==> config.mk <==
export PLATFORM = sky130hd
export DESIGN_NAME = rle_nibble_unpacker
export DESIGN_NICKNAME = d
export VERILOG_FILES = /design/src/design/rnu_pkg.sv /design/src/design/rnu_chunk.sv /design/src/design/rnu_ctrl.sv /design/src/design/rle_nibble_unpacker.sv
export VERILOG_INCLUDE_DIRS = /design/src /design/src/design
export SDC_FILE = /design/constraint.sdc
export NUM_CORES = 1
export LEC_CHECK = 0
export BUFFER_PORTS_ARGS = -buffer_cell sky130_fd_sc_hd__buf_2
export CAP_MARGIN = 0
export CORE_ASPECT_RATIO = 1.1
export CORE_MARGIN = 4
export CORE_UTILIZATION = 57
export DETAILED_ROUTE_END_ITERATION = 7
export GPL_TIMING_DRIVEN = 0
export PLACE_DENSITY = 0.78
export SLEW_MARGIN = 0
export SYNTH_ARGS = -nofsm -noshare
export SYNTH_HDL_FRONTEND = slang
export SYNTH_SLANG_ARGS = --single-unit
==> constraint.sdc <==
create_clock -name clk_i -period 6.8 [get_ports clk_i]
set_input_delay 1.36 -clock clk_i [delete_from_list [all_inputs] [get_ports clk_i]]
set_output_delay 1.36 -clock clk_i [all_outputs]
set_load 0.01 [all_outputs]
==> src/design/rle_nibble_unpacker_defines.svh <==
// ----------------------------------------------------------------------------
// rle_nibble_unpacker_defines.svh
// Assertion macros for the run-length nibble unpacker.
// ----------------------------------------------------------------------------
`ifndef RLE_NIBBLE_UNPACKER_DEFINES_SVH
`define RLE_NIBBLE_UNPACKER_DEFINES_SVH

`ifndef SYNTHESIS
`define RNU_ASSERT(lbl, prop) \
  lbl: assert property (@(posedge clk_i) disable iff (!rst_ni) prop) \
    else $error("rnu assertion failed");
`define RNU_ASSERT_NEXT(lbl, ante, cons) \
  lbl: assert property (@(posedge clk_i) disable iff (!rst_ni) (ante) |=> (cons)) \
    else $error("rnu sequencing assertion failed");
`else
`define RNU_ASSERT(lbl, prop)
`define RNU_ASSERT_NEXT(lbl, ante, cons)
`endif

`endif

==> src/design/rnu_pkg.sv <==
`timescale 1ns / 1ps
// ----------------------------------------------------------------------------
// rnu_pkg
// Shared types and constants of the run-length nibble unpacker.
// ----------------------------------------------------------------------------
package rnu_pkg;

  localparam int unsigned CW_W = 13;

  localparam int unsigned CELLS_PER_RESULT = 8;

  localparam logic [7:0] LIT_BASE = 8'h80;
  localparam logic [7:0] LIT_BIAS = 8'h7F;
  localparam logic [7:0] RUN_MAX  = 8'd128;
  localparam logic [3:0] NIB_MASK = 4'hF;

  localparam logic [CW_W-1:0] FRAME_CELLS_RST = 13'd880;

  typedef enum logic [1:0] {
    ST_IDLE = 2'b01,
    ST_EMIT = 2'b10
  } state_e;

  typedef enum logic [2:0] {
    PH_TOKEN = 3'b001,
    PH_RUN   = 3'b010,
    PH_LIT   = 3'b100
  } phase_e;

  typedef struct packed {
    logic ended;
    logic dropped;
    logic fin;
  } chunk_flags_t;

endpackage

==> src/design/rnu_chunk.sv <==
`timescale 1ns / 1ps
// ----------------------------------------------------------------------------
// rnu_chunk
// Shared chunk unit: sizes the next result against the cells left in the
// byte or run and the room left in the frame, and packs its nibbles.
// ----------------------------------------------------------------------------
module rnu_chunk #(
  parameter int unsigned MAX_FRAME_CELLS = 4096
) (
  input  logic [rnu_pkg::CW_W-1:0]                       frame_cells_i,
  input  logic [rnu_pkg::CW_W-1:0]                       cells_written_i,
  input  logic [8:0]                                     rem_i,
  input  logic                                           par_i,
  input  logic [7:0]                                     byte_i,
  output logic [$clog2(rnu_pkg::CELLS_PER_RESULT+1)-1:0] cnt_o,
  output logic [rnu_pkg::CELLS_PER_RESULT*4-1:0]         word_o,
  output logic [rnu_pkg::CW_W-1:0]                       cw_next_o,
  output rnu_pkg::chunk_flags_t                          flags_o
);
  import rnu_pkg::*;

  localparam int unsigned LimW = $clog2(MAX_FRAME_CELLS + 1);
  localparam int unsigned CmpW = (LimW > CW_W) ? LimW : CW_W;
  localparam int unsigned CntW = $clog2(CELLS_PER_RESULT + 1);

  logic [CmpW-1:0] frame_ext;
  logic [CmpW-1:0] lim;
  logic [CmpW-1:0] cw_ext;
  logic [CmpW-1:0] room;
  logic [8:0]      c1;
  logic [CmpW-1:0] c2;
  logic [3:0]      hi_nib;
  logic [3:0]      lo_nib;
  logic            odd;

  assign frame_ext = CmpW'(frame_cells_i);
  assign cw_ext    = CmpW'(cells_written_i);
  assign hi_nib    = byte_i[7:4];
  assign lo_nib    = byte_i[3:0] & NIB_MASK;

  always_comb begin
    if (frame_ext == '0) begin
      lim = CmpW'(1);
    end else if (frame_ext > CmpW'(MAX_FRAME_CELLS)) begin
      lim = CmpW'(MAX_FRAME_CELLS);
    end else begin
      lim = frame_ext;
    end
    room = (cw_ext >= lim) ? CmpW'(1) : (lim - cw_ext);
    c1   = (rem_i < 9'(CELLS_PER_RESULT)) ? rem_i : 9'(CELLS_PER_RESULT);
    c2   = (room < CmpW'(c1)) ? room : CmpW'(c1);
  end

  assign cnt_o           = c2[CntW-1:0];
  assign flags_o.ended   = (room == c2);
  assign flags_o.dropped = (room == c2) && (CmpW'(rem_i) != c2);
  assign flags_o.fin     = (room == c2) || (CmpW'(rem_i) == c2);
  assign cw_next_o       = (room == c2) ? '0 : (cells_written_i + CW_W'(c2[CntW-1:0]));

  always_comb begin
    odd    = 1'b0;
    word_o = '0;
    for (int j = 0; j < CELLS_PER_RESULT; j++) begin
      odd = par_i ^ 1'(j % 2);
      if (CntW'(j) < c2[CntW-1:0]) begin
        word_o[j*4 +: 4] = odd ? lo_nib : hi_nib;
      end
    end
  end

endmodule

==> src/design/rnu_ctrl.sv <==
`timescale 1ns / 1ps
// ----------------------------------------------------------------------------
// rnu_ctrl
// Sequencer: decodes tokens, holds the run or literal state and steps the
// chunk unit once per result until the byte, run or frame is used up.
// ----------------------------------------------------------------------------
module rnu_ctrl #(
  parameter int unsigned MAX_FRAME_CELLS = 4096
) (
  input  logic                                           clk_i,
  input  logic                                           rst_ni,
  input  logic                                           in_valid_i,
  input  logic [7:0]                                     source_byte_i,
  input  logic [rnu_pkg::CW_W-1:0]                       frame_cells_i,
  input  logic                                           adv_i,
  output logic                                           busy_o,
  output logic                                           res_valid_o,
  output logic [$clog2(rnu_pkg::CELLS_PER_RESULT+1)-1:0] cnt_o,
  output logic [rnu_pkg::CELLS_PER_RESULT*4-1:0]         word_o,
  output rnu_pkg::chunk_flags_t                          flags_o
);
  import rnu_pkg::*;

  state_e          state_q, state_d;
  phase_e          phase_q, phase_d;
  logic [7:0]      pending_q, pending_d;
  logic [7:0]      byte_q, byte_d;
  logic [8:0]      rem_q, rem_d;
  logic [CW_W-1:0] cw_q, cw_d;
  logic            par_q, par_d;
  logic [CW_W-1:0] cw_next;
  logic [7:0]      reps;
  logic [7:0]      pend_dec;
  logic            accept;
  logic            step;

  rnu_chunk #(
    .MAX_FRAME_CELLS(MAX_FRAME_CELLS)
  ) u_chunk (
    .frame_cells_i  (frame_cells_i),
    .cells_written_i(cw_q),
    .rem_i          (rem_q),
    .par_i          (par_q),
    .byte_i         (byte_q),
    .cnt_o          (cnt_o),
    .word_o         (word_o),
    .cw_next_o      (cw_next),
    .flags_o        (flags_o)
  );

  assign busy_o      = (state_q != ST_IDLE);
  assign accept      = in_valid_i && (state_q == ST_IDLE);
  assign res_valid_o = (state_q == ST_EMIT);
  assign step        = res_valid_o && adv_i;
  assign reps        = (pending_q > RUN_MAX) ? RUN_MAX : pending_q;
  assign pend_dec    = (pending_q != '0) ? (pending_q - 8'd1) : '0;

  always_comb begin
    state_d   = state_q;
    phase_d   = phase_q;
    pending_d = pending_q;
    byte_d    = byte_q;
    rem_d     = rem_q;
    cw_d      = cw_q;
    par_d     = par_q;
    if (accept) begin
      byte_d = source_byte_i;
      par_d  = 1'b0;
      case (phase_q)
        PH_RUN: begin
          rem_d     = {reps, 1'b0};
          phase_d   = PH_TOKEN;
          pending_d = '0;
          state_d   = ST_EMIT;
        end
        PH_LIT: begin
          rem_d     = 9'd2;
          pending_d = pend_dec;
          if (pend_dec == '0) begin
            phase_d = PH_TOKEN;
          end
          state_d = ST_EMIT;
        end
        default: begin
          if (source_byte_i < LIT_BASE) begin
            pending_d = source_byte_i + 8'd1;
            phase_d   = PH_RUN;
          end else begin
            pending_d = source_byte_i - LIT_BIAS;
            phase_d   = PH_LIT;
          end
        end
      endcase
    end else if (step) begin
      cw_d  = cw_next;
      rem_d = rem_q - 9'(cnt_o);
      par_d = par_q ^ cnt_o[0];
      if (flags_o.ended) begin
        phase_d   = PH_TOKEN;
        pending_d = '0;
      end
      if (flags_o.fin) begin
        state_d = ST_IDLE;
      end
    end
  end

  always_ff @(posedge clk_i or negedge rst_ni) begin
    if (!rst_ni) begin
      state_q   <= ST_IDLE;
      phase_q   <= PH_TOKEN;
      pending_q <= '0;
      cw_q      <= '0;
      rem_q     <= '0;
      par_q     <= 1'b0;
    end else begin
      state_q   <= state_d;
      phase_q   <= phase_d;
      pending_q <= pending_d;
      cw_q      <= cw_d;
      rem_q     <= rem_d;
      par_q     <= par_d;
    end
  end

  always_ff @(posedge clk_i) begin
    byte_q <= byte_d;
  end

endmodule

==> src/design/rle_nibble_unpacker.sv <==
`timescale 1ns / 1ps
// ----------------------------------------------------------------------------
// rle_nibble_unpacker
// Run-length decoder that splits each decoded byte into two 4-bit cells and
// packs them into results, closing a frame after a set number of cells.
// ----------------------------------------------------------------------------
// A token byte is taken and gives no result.
// A run or literal byte is taken into the state registers; its first result
// is then registered at the output, followed by one result per unstalled
// cycle, ceil(kept / 8) in all. The input stays stalled until the last
// result is registered.
// After reset the frame size is 880 cells and the decoder waits for a token.
module rle_nibble_unpacker #(
  parameter int unsigned MAX_FRAME_CELLS = 4096
) (
  input  logic                     clk_i,
  input  logic                     rst_ni,
  input  logic                     in_valid_i,
  output logic                     in_stall_o,
  input  logic [7:0]               source_byte_i,
  input  logic                     cfg_we_i,
  input  logic [rnu_pkg::CW_W-1:0] cfg_wdata_i,
  output logic                     out_valid_o,
  input  logic                     out_stall_i,
  output logic [31:0]              cells_o,
  output logic [3:0]               cell_count_o,
  output logic                     frame_end_o,
  output logic                     overrun_o,
  output logic                     last_o
);
  import rnu_pkg::*;

  `include "rle_nibble_unpacker_defines.svh"

  localparam int unsigned CntW = $clog2(CELLS_PER_RESULT + 1);

  logic [CW_W-1:0]               frame_cells_q;
  logic                          out_valid_q, out_valid_d;
  logic [31:0]                   cells_q;
  logic [3:0]                    count_q;
  logic                          frame_end_q;
  logic                          overrun_q;
  logic                          last_q;
  logic                          adv;
  logic                          res_valid;
  logic [CntW-1:0]               res_cnt;
  logic [CELLS_PER_RESULT*4-1:0] res_word;
  chunk_flags_t                  res_flags;
  logic [63:0]                   word_ext;
  logic [7:0]                    cnt_ext;

  assign adv = !out_valid_q || !out_stall_i;

  rnu_ctrl #(
    .MAX_FRAME_CELLS(MAX_FRAME_CELLS)
  ) u_ctrl (
    .clk_i        (clk_i),
    .rst_ni       (rst_ni),
    .in_valid_i   (in_valid_i),
    .source_byte_i(source_byte_i),
    .frame_cells_i(frame_cells_q),
    .adv_i        (adv),
    .busy_o       (in_stall_o),
    .res_valid_o  (res_valid),
    .cnt_o        (res_cnt),
    .word_o       (res_word),
    .flags_o      (res_flags)
  );

  assign word_ext    = 64'(res_word);
  assign cnt_ext     = 8'(res_cnt);
  assign out_valid_d = adv ? res_valid : out_valid_q;

  always_ff @(posedge clk_i or negedge rst_ni) begin
    if (!rst_ni) begin
      frame_cells_q <= FRAME_CELLS_RST;
      out_valid_q   <= 1'b0;
    end else begin
      if (cfg_we_i) begin
        frame_cells_q <= cfg_wdata_i;
      end
      out_valid_q <= out_valid_d;
    end
  end

  always_ff @(posedge clk_i) begin
    if (adv && res_valid) begin
      cells_q     <= word_ext[31:0];
      count_q     <= cnt_ext[3:0];
      frame_end_q <= res_flags.ended;
      overrun_q   <= res_flags.dropped;
      last_q      <= res_flags.fin;
    end
  end

  assign out_valid_o  = out_valid_q;
  assign cells_o      = cells_q;
  assign cell_count_o = count_q;
  assign frame_end_o  = frame_end_q;
  assign overrun_o    = overrun_q;
  assign last_o       = last_q;

  `RNU_ASSERT(a_overrun_ends_frame, out_valid_o && overrun_o |-> frame_end_o && last_o)
  `RNU_ASSERT(a_frame_end_is_last, out_valid_o && frame_end_o |-> last_o)
  `RNU_ASSERT(a_busy_while_emitting, res_valid |-> in_stall_o)
  `RNU_ASSERT_NEXT(a_results_back_to_back, out_valid_o && !out_stall_i && !last_o, out_valid_o)

endmodule
==> metrics, run 1 <==
outcome=finished clean; CP max FO=9; Fill cells=854; maxcap violations=0; CTS Buf Count=9; Slew Viols, Final=0; crit start category=flop; Mapped Area=6208 um^2; Worst-Skew Late Latency=0.35 ns; power density cells=532.6 nW/um^2; first-pass GRT wire length=24280 um; worst endpoint required time=a little over 7 ns; Post-synth EDFFs=47; mean area per synthesized cell=9.746 um^2; Synth Instances=637; width of the die=107.5 um; HP Class=reg -> reg; CTS tree=yes; crit path capture type=flop; GP Congestion=0.9652; Root Buffer=clkbuf_16; Die H=117.5 um; Max rail drop VDD=between 0.0002 and 0.00025 V; main flop type after synthesis=edfxtp_1; Layout area overhead=13.74%; Clock Skews=0.008991 ns; largest net degree at the start of global routing=51; RSZ-0062 raised after global routing=false; num ports=67; Switching Share=0.4728; vias in the first global route=between 5000 and 6000; Pre-antenna DRT Iters=5; Final period util=0.9343; Tmin final=6.353 ns; warnings from Yosys=0; die area=between 10000 and 15000 um^2; Rows=39; post-DR vias/cell=6.066; Lkg Pwr=2.929 nW; Slew HR=0.2461; clock share of power=0.129; asr flop ratio synth=0.5155; antenna violations before repair=0; total routed wirelength=14820 um; Initial Util=0.5890; number of buffers added on ports=66; Crit Path Category=reg -> reg; total chip power=3.761 mW; Worst-Margin Slew=1.131 ns; Commonest cells post-synth=64 x nor2_1, 47 x edfxtp_1, 45 x a21oi_1; detailed-route DRC error count=0; top-area cell type share of the netlist area=0.2273; final hold vios=0; antenna viol nets, final=0; setup violators final=0; sequential-to-total area share from yosys stat=0.4303; Comb power frac=0.601; Final HPWL DP=between 10000 and 15000 um; post-route worst setup slack=0.4471 ns; area leader, netlist=edfxtp_1; top post-synthesis cells by area=edfxtp_1 23%, dfrtp_1 17%, ha_1 6.7%; fin nets=781; Inserted Diodes=0; Worst Path Arrival=around 6.6 ns; Post-Place Worst Slack=around 0.19 ns; sequential power share=0.270; Achievable Freq=between 150 and 200 MHz; P_sw=roughly 1.8 mW; CTS Buffer Depth=2; core region area=10540 um^2; Yosys reg bits=97; routed len/inst=17.09 um; gr ovfl total=0; setup TNS=0 ns; htree depth=3; clock sinks=97; initial DRC count=~360; count leader, synth=nor2_1; total global-route track usage=0.2382; P_int=between 1.5 and 2 mW; vias=between 5000 and 6000; Synth cell types=80; Clock transition at path regs=0.07 ns; layout cell share with drive strength beyond 1=0.1948
==> layout by cell type (no fill, tap or decap), drive strengths merged, types with 33 or more instances in the layout <==
master / n
buf: 77
nor2: 66
edfxtp: 47
a21oi: 47
nand2: 43
dfrtp: 43
inv: 41
o21ai: 38
ha: 33
==> worst max-delay path, cell delays in order (launching register included) <==
cell,delay [ns]
dfstp_2,0.55
nor4_1,0.06
a31oi_1,0.15
or2_2,0.13
ha_1,0.17
inv_1,0.06
fa_1,0.40
a21o_1,0.19
a221o_1,0.39
mux2_4,0.35
and2_1,0.15
and2_1,0.16
ha_1,0.28
nand4_1,0.12
nor2_1,0.15
inv_1,0.08
o21ai_2,0.42
nor2_8,0.13
a21oi_2,0.39
ha_1,0.36
nand4_1,0.13
nor2_1,0.05
and4_1,0.20
o311ai_0,0.33
o31a_1,0.21
a2bb2oi_1,0.24
o21ai_2,0.14
a22o_1,0.28
==> worst paths after layout <==
kind                                               from                            end  slack, ns  cells past startpoint
max                        frame_cells_q[5]$_DFFE_PN1P_  u_ctrl.state_q[0]$_DFFE_PN1P_       0.45                     27
min                          u_ctrl.cw_q[8]$_DFFE_PN0P_     u_ctrl.cw_q[8]$_DFFE_PN0P_       0.45                      1
max reg2reg                frame_cells_q[5]$_DFFE_PN1P_  u_ctrl.state_q[0]$_DFFE_PN1P_       0.45                     27
min reg2reg                  u_ctrl.cw_q[8]$_DFFE_PN0P_     u_ctrl.cw_q[8]$_DFFE_PN0P_       0.45                      1
max in group asynchronous                        rst_ni    u_ctrl.rem_q[0]$_DFFE_PN0P_       4.87                      1
min in group asynchronous                        rst_ni        out_valid_o$_DFFE_PN0P_       1.23                      1
==> registers in the layout, indices dropped and copies added, names as in the netlist <==
register / cells
last_o: 1
u_ctrl.par_q: 1
overrun_o: 1
u_ctrl.rem_q: 9
u_ctrl.pending_q: 8
frame_cells_q: 13
frame_end_o: 1
cells_o: 32
out_valid_o: 1
u_ctrl.state_q: 2
u_ctrl.byte_q: 8
u_ctrl.cw_q: 13
u_ctrl.phase_q: 3
cell_count_o: 4
==> metrics by stage <==
step / instance area (um^2) / util / hold slack, ns / instances
final: 7062 / 0.6700 / 0.4510 / 867
after global routing: 7062 / 0.6700 / 0.4967 / 867
after CTS: 7038 / 0.6677 / 0.4566 / 867
after detailed placement: 6754 / 0.6408 / 0.4474 / 851
after global placement: 6733 / 0.6388 / 0.4410 / 850
after floorplan: 6223 / - / 0.4230 / 641
==> timing repair <==
action / in CTS / in global routing
gates resized for setup: 0 / 7
buffers inserted: 0 / 0
hold buffers: 0 / 0
setup endpoints to repair: 0 / 12
==> cell families (layout without fill, tap and decap cells) <==
| family | Yosys count | after routing | share of synthesized area |
|---|---|---|---|
| xor+xnor | 22 | 22 | 0.03668 |
| mux | 29 | 29 | 0.05078 |
| compound gates | 168 | 168 | 0.1854 |
| simple gates | 222 | 222 | 0.1780 |
| buf+inv | 62 | 145 | 0.04212 |
| flops | 97 | 97 | 0.4303 |
| other cells | 1 | 5 | 0.0006040 |
| fa+ha+maj | 36 | 36 | 0.07618 |
==> power by group through the flow <==
stage / logic, mW / registers (mW) / clock network [mW]
after floorplan: 1.58 / 1.05 / 0
after global placement: 2.11 / 1.02 / 0
after detailed placement: 2.20 / 1.03 / 0
after CTS: 2.22 / 1.01 / 0.490
after global routing: 2.51 / 1.04 / 0.516
final: 2.26 / 1.02 / 0.485
==> per-layer routing <==
| layer | vias to the layer above | global-route usage | part of all wire |
|---|---|---|---|
| li1 | 2513 | - | - |
| met1 | 2509 | 0.2957 | 0.41 |
| met2 | 197 | 0.4020 | 0.51 |
| met3 | 40 | 0.03730 | 0.053 |
| met4 | 0 | 0.1137 | 0.030 |
| met5 | - | 0 | 0 |
==> area by class of cell <==
| class | instances | area, um^2 | area share |
|---|---|---|---|
| Multi-Input combinational cell | 482 | 3313 | 0.4692 |
| Sequential cell | 97 | 2671 | 0.3783 |
| Tap cell | 143 | 178.9 | 0.02534 |
| Clock buffer | 9 | 225.2 | 0.03189 |
| Timing Repair Buffer | 67 | 350.3 | 0.04961 |
| Clock inverter | 7 | 58.81 | 0.008327 |
| Buffer | 24 | 121.4 | 0.01719 |
| Inverter | 38 | 142.6 | 0.02020 |
(Power assumes the default switching activity.)
==> run 2: changes to the inputs <==
--- a/config.mk
+++ b/config.mk
@@ -6,6 +6,7 @@
 export SDC_FILE = /design/constraint.sdc
 export NUM_CORES = 1
 export LEC_CHECK = 0
+export ABC_AREA = 1
 export BUFFER_PORTS_ARGS = -buffer_cell sky130_fd_sc_hd__buf_2
 export CAP_MARGIN = 0
 export CORE_ASPECT_RATIO = 1.1
==> run 2 against run 1 <==
Clock power grew 12%. Synthesized cell count grew 19%. Combinational power shrank 17%. Power shrank 8.9%. Largest cell class unchanged. Global-route usage shrank 0.11 points. Fmax shrank 0.19%. Design area shrank 0.18%. Die area shrank 1.9%. Core utilization grew 0.82 points. Largest power group unchanged.
==> metrics, run 2 <==
worst reg2reg path endpoint=u_ctrl.cw_q[12]$_DFFE_PN0P_; Inserted Diodes=0 (unchanged); setup violators final=0 (unchanged); post-synthesis compound-gate area fraction=0.08951 (-0.09590); FF-to-FF setup slack=0.44 ns (about the same); Fill cells=883 (+3.4%); Synth Instances=761 (+19%); area fraction in and, or, nand and nor cells after synthesis=0.2802 (+0.1023); layout cell share with drive strength beyond 1=0.1770 (-0.01773); routed len/inst=14.61 um (-15%); GP Congestion=0.9058 (-6.2%); final cell count without fillers=996 (+15%); Largest register FFs=32 (unchanged); area leader, netlist=edfxtp_1; clock sinks=97 (unchanged); top-area cell type share of the netlist area=0.2321 (+0.004771); Worst-Margin Slew=1.192 ns (+0.06079 ns); sequential-to-total area share from yosys stat=0.4393 (+0.009030); post-synthesis mux area share=0.008436 (-0.04235); outcome=finished clean; antenna viol nets, final=0 (unchanged); number of buffers added on ports=66 (unchanged); footprint of the multi-input gates=2984 um^2 (-9.9%); Worst-Skew Late Latency=0.35 ns (about the same); total global-route track usage=0.2371 (-0.001105); htree depth=3 (unchanged); maxcap violations=0 (unchanged); placed cell count=975 (+15%); crit path capture type=flop; final hold vios=0 (unchanged); initial DRC count=344 (-5.5%); top post-synthesis cells by area=edfxtp_1 23%, dfrtp_1 18%, nand2_1 11%; commonest cells after routing, fill and taps aside=173 x nand2_1, 118 x inv_1, 97 x nor2_1, 66 x buf_2, 47 x edfxtp_1; width of the die=106.5 um (-0.95%); HP Class=reg -> reg; mean area per synthesized cell=7.991 um^2 (-18%); setup TNS=0 ns (unchanged); CTS Buf Count=9 (unchanged); Root Buffer=clkbuf_16; R2R depth=36 (+33%); antenna violations before repair=0 (unchanged); Slew Viols, Final=0 (unchanged); asr flop ratio synth=0.5155 (unchanged); Mapped Area=6081 um^2 (-2.1%); total routed wirelength=14550 um (-1.8%); Slew HR=0.2056 (-0.04053); Final period util=0.9360 (+0.001775); crit start category=flop; Commonest cells post-synth=177 x nand2_1, 119 x inv_1, 102 x nor2_1; placed cell areas=6626 um^2 (-1.9%); Lkg Pwr=3.393 nW (+16%); Reg area=2671 um^2 (unchanged); largest net degree at the start of global routing=51 (unchanged); die area=12390 um^2 (-1.9%); xor and xnor fraction of the mapped netlist area=0.02160 (-0.01507); vias=5309 (+0.95%); num ports=67 (unchanged); Synth cell types=50 (-38%); Worst Path Arrival=6.63 ns (about the same); Achievable Freq=157.1 MHz (-0.19%); Max rail drop VDD=0.0002071 V (+2.9%); Final HPWL DP=11060 um (-2.7%); CTS tree=yes; Hold EP=u_ctrl.phase_q[2]$_DFFE_PN0P_; most common cell after layout, fill and taps aside=nand2_1; count leader, synth=nand2_1; vias in the first global route=4952 (-2.1%); Hold Startpoint=u_ctrl.phase_q[2]$_DFFE_PN0P_; Clock transition at path regs=0.07 ns (about the same); CTS Buffer Depth=2 (unchanged); worst endpoint required time=7.07 ns (about the same); Yosys reg bits=97 (unchanged); hold path cells=2 (+1); first-pass GRT wire length=23320 um (-4.0%); Die H=116.3 um (-0.97%); Rows=39 (unchanged); Post-synth EDFFs=47 (unchanged); Reg-to-Reg Start=frame_cells_q[5]$_DFFE_PN1P_; gr ovfl total=0 (unchanged); core region area=10390 um^2 (-1.4%); CP max FO=10 (+1); slowest CP cell=dfstp_2; Initial Util=0.5850 (-0.003983); Final Cell Area=7049 um^2 (-0.18%); fin nets=910 (+17%); most frequent CP cell=inv_1; area share of fa/ha/maj cells after synthesis=0.07778 (+0.001599); Crit Path Category=reg -> reg; power density cells=486.2 nW/um^2 (-8.7%); Layout area overhead=15.93%; max incr delay on CP=0.54 ns (about the same); largest family of logic cells by synthesized area=simple AND/OR/NAND/NOR gates; Clock Skews=0.01346 ns (+0.004472 ns); Tmin final=6.365 ns (+0.01207 ns); cts-stage hold buffer count=0 (unchanged); Pre-antenna DRT Iters=4 (-1); post-DR vias/cell=5.330 (-12%); detailed-route DRC error count=0 (unchanged); main flop type after synthesis=edfxtp_1; warnings from Yosys=0 (unchanged)
run 2: changes by cell type in the layout (fill, tap and decap cells not counted), moves of 7 or more:
cell	delta
a21o_1	-7
a21oi_1	-15
inv_1	+81
mux2_2	-12
mux2i_1	-10
nand2_1	+130
nand2_2	+8
nand2b_1	-11
nand3_1	+16
nor2_1	+33
nor2_2	+12
nor2b_1	-16
nor3_1	-7
run 2: per-stage QoR:
step                      utilization  hold WS (ns)  setup slack (ns)  power (mW)
final                          0.6782        0.4766            0.4350       3.428
after floorplan                     -        0.4419             1.243       2.339
after global placement         0.6355        0.4589            0.2405       2.758
after global routing           0.6782        0.5279          -0.08862       3.702
after CTS                      0.6684        0.4862           0.02184       3.385
after detailed placement       0.6375        0.4703           0.09344       2.832
run 2: worst max path at each step:
| stage | start | endpoint | slack (ns) | cells after the start |
|---|---|---|---|---|
| finish | frame_cells_q[5]$_DFFE_PN1P_ | u_ctrl.cw_q[12]$_DFFE_PN0P_ | 0.44 | 36 |
| global route | frame_cells_q[1]$_DFFE_PN0P_ | u_ctrl.cw_q[12]$_DFFE_PN0P_ | -0.09 | 38 |
| CTS | frame_cells_q[7]$_DFFE_PN0P_ | u_ctrl.cw_q[12]$_DFFE_PN0P_ | 0.02 | 40 |
| detailed placement | frame_cells_q[7]$_DFFE_PN0P_ | u_ctrl.cw_q[12]$_DFFE_PN0P_ | 0.09 | 40 |
| global placement | frame_cells_q[7]$_DFFE_PN0P_ | u_ctrl.cw_q[12]$_DFFE_PN0P_ | 0.24 | 39 |
| floorplan | frame_cells_q[1]$_DFFE_PN0P_ | u_ctrl.cw_q[12]$_DFFE_PN0P_ | 1.24 | 38 |
run 2: layout make-up:
class	count	share of cell area
plain buffers	8	0.005502
clock buffers	9	0.03195
clock inverters	7	0.01349
inverters	123	0.06638
multi-input cells	537	0.4233
flip-flops and latches	97	0.3789
well taps	143	0.02538
repair buffers	71	0.05396
repair inverters	1	0.001065
run 2: timing repair:
item | CTS | global route
setup buffers | 0 | 4
gates resized for setup | 0 | 21
setup endpoints to repair | 0 | 5
run 2: metal layers:
| layer | wire (um) | global-route usage | vias up |
|---|---|---|---|
| met5 | 0 | 0 | - |
| met4 | 327 | 0.08951 | 0 |
| met3 | 626 | 0.03593 | 29 |
| met2 | 7139 | 0.3925 | 136 |
| met1 | 6457 | 0.3196 | 2495 |
| li1 | - | - | 2649 |
run 2: cell families (layout without fill, tap and decap cells):
group                      after synthesis  in the layout
xor gates and xnor gates                15             15
AOI/OAI and AO/OA                       91             91
buffers and inverters                  131            219
and+or+nand+nor                        385            385
other                                    1              5
DFF                                     97             97
adders and majority gates               36             36
muxes                                    5              5
run 2: report_power, final:
| part | leakage, nW | internal (mW) | switching (mW) | total (mW) |
|---|---|---|---|---|
| Sequential | 1.04 | 0.905 | 0.115 | 1.02 |
| Combinational | 2.20 | 0.643 | 1.22 | 1.87 |
| Clock | 0.150 | 0.296 | 0.246 | 0.543 |
| Total | 3.39 | 1.85 | 1.58 | 3.43 |
run 2: worst max-delay path: cells and delay by family (launching register included):
kind / cells / cell delay, ns
AO/OA/AOI/OAI: 5 / 1.06
XOR/XNOR: 1 / 0.20
adder cells (fa/ha/maj): 5 / 1.53
buffers and inverters: 8 / 0.81
flip-flops: 1 / 0.54
AND/OR/NAND/NOR: 17 / 2.09
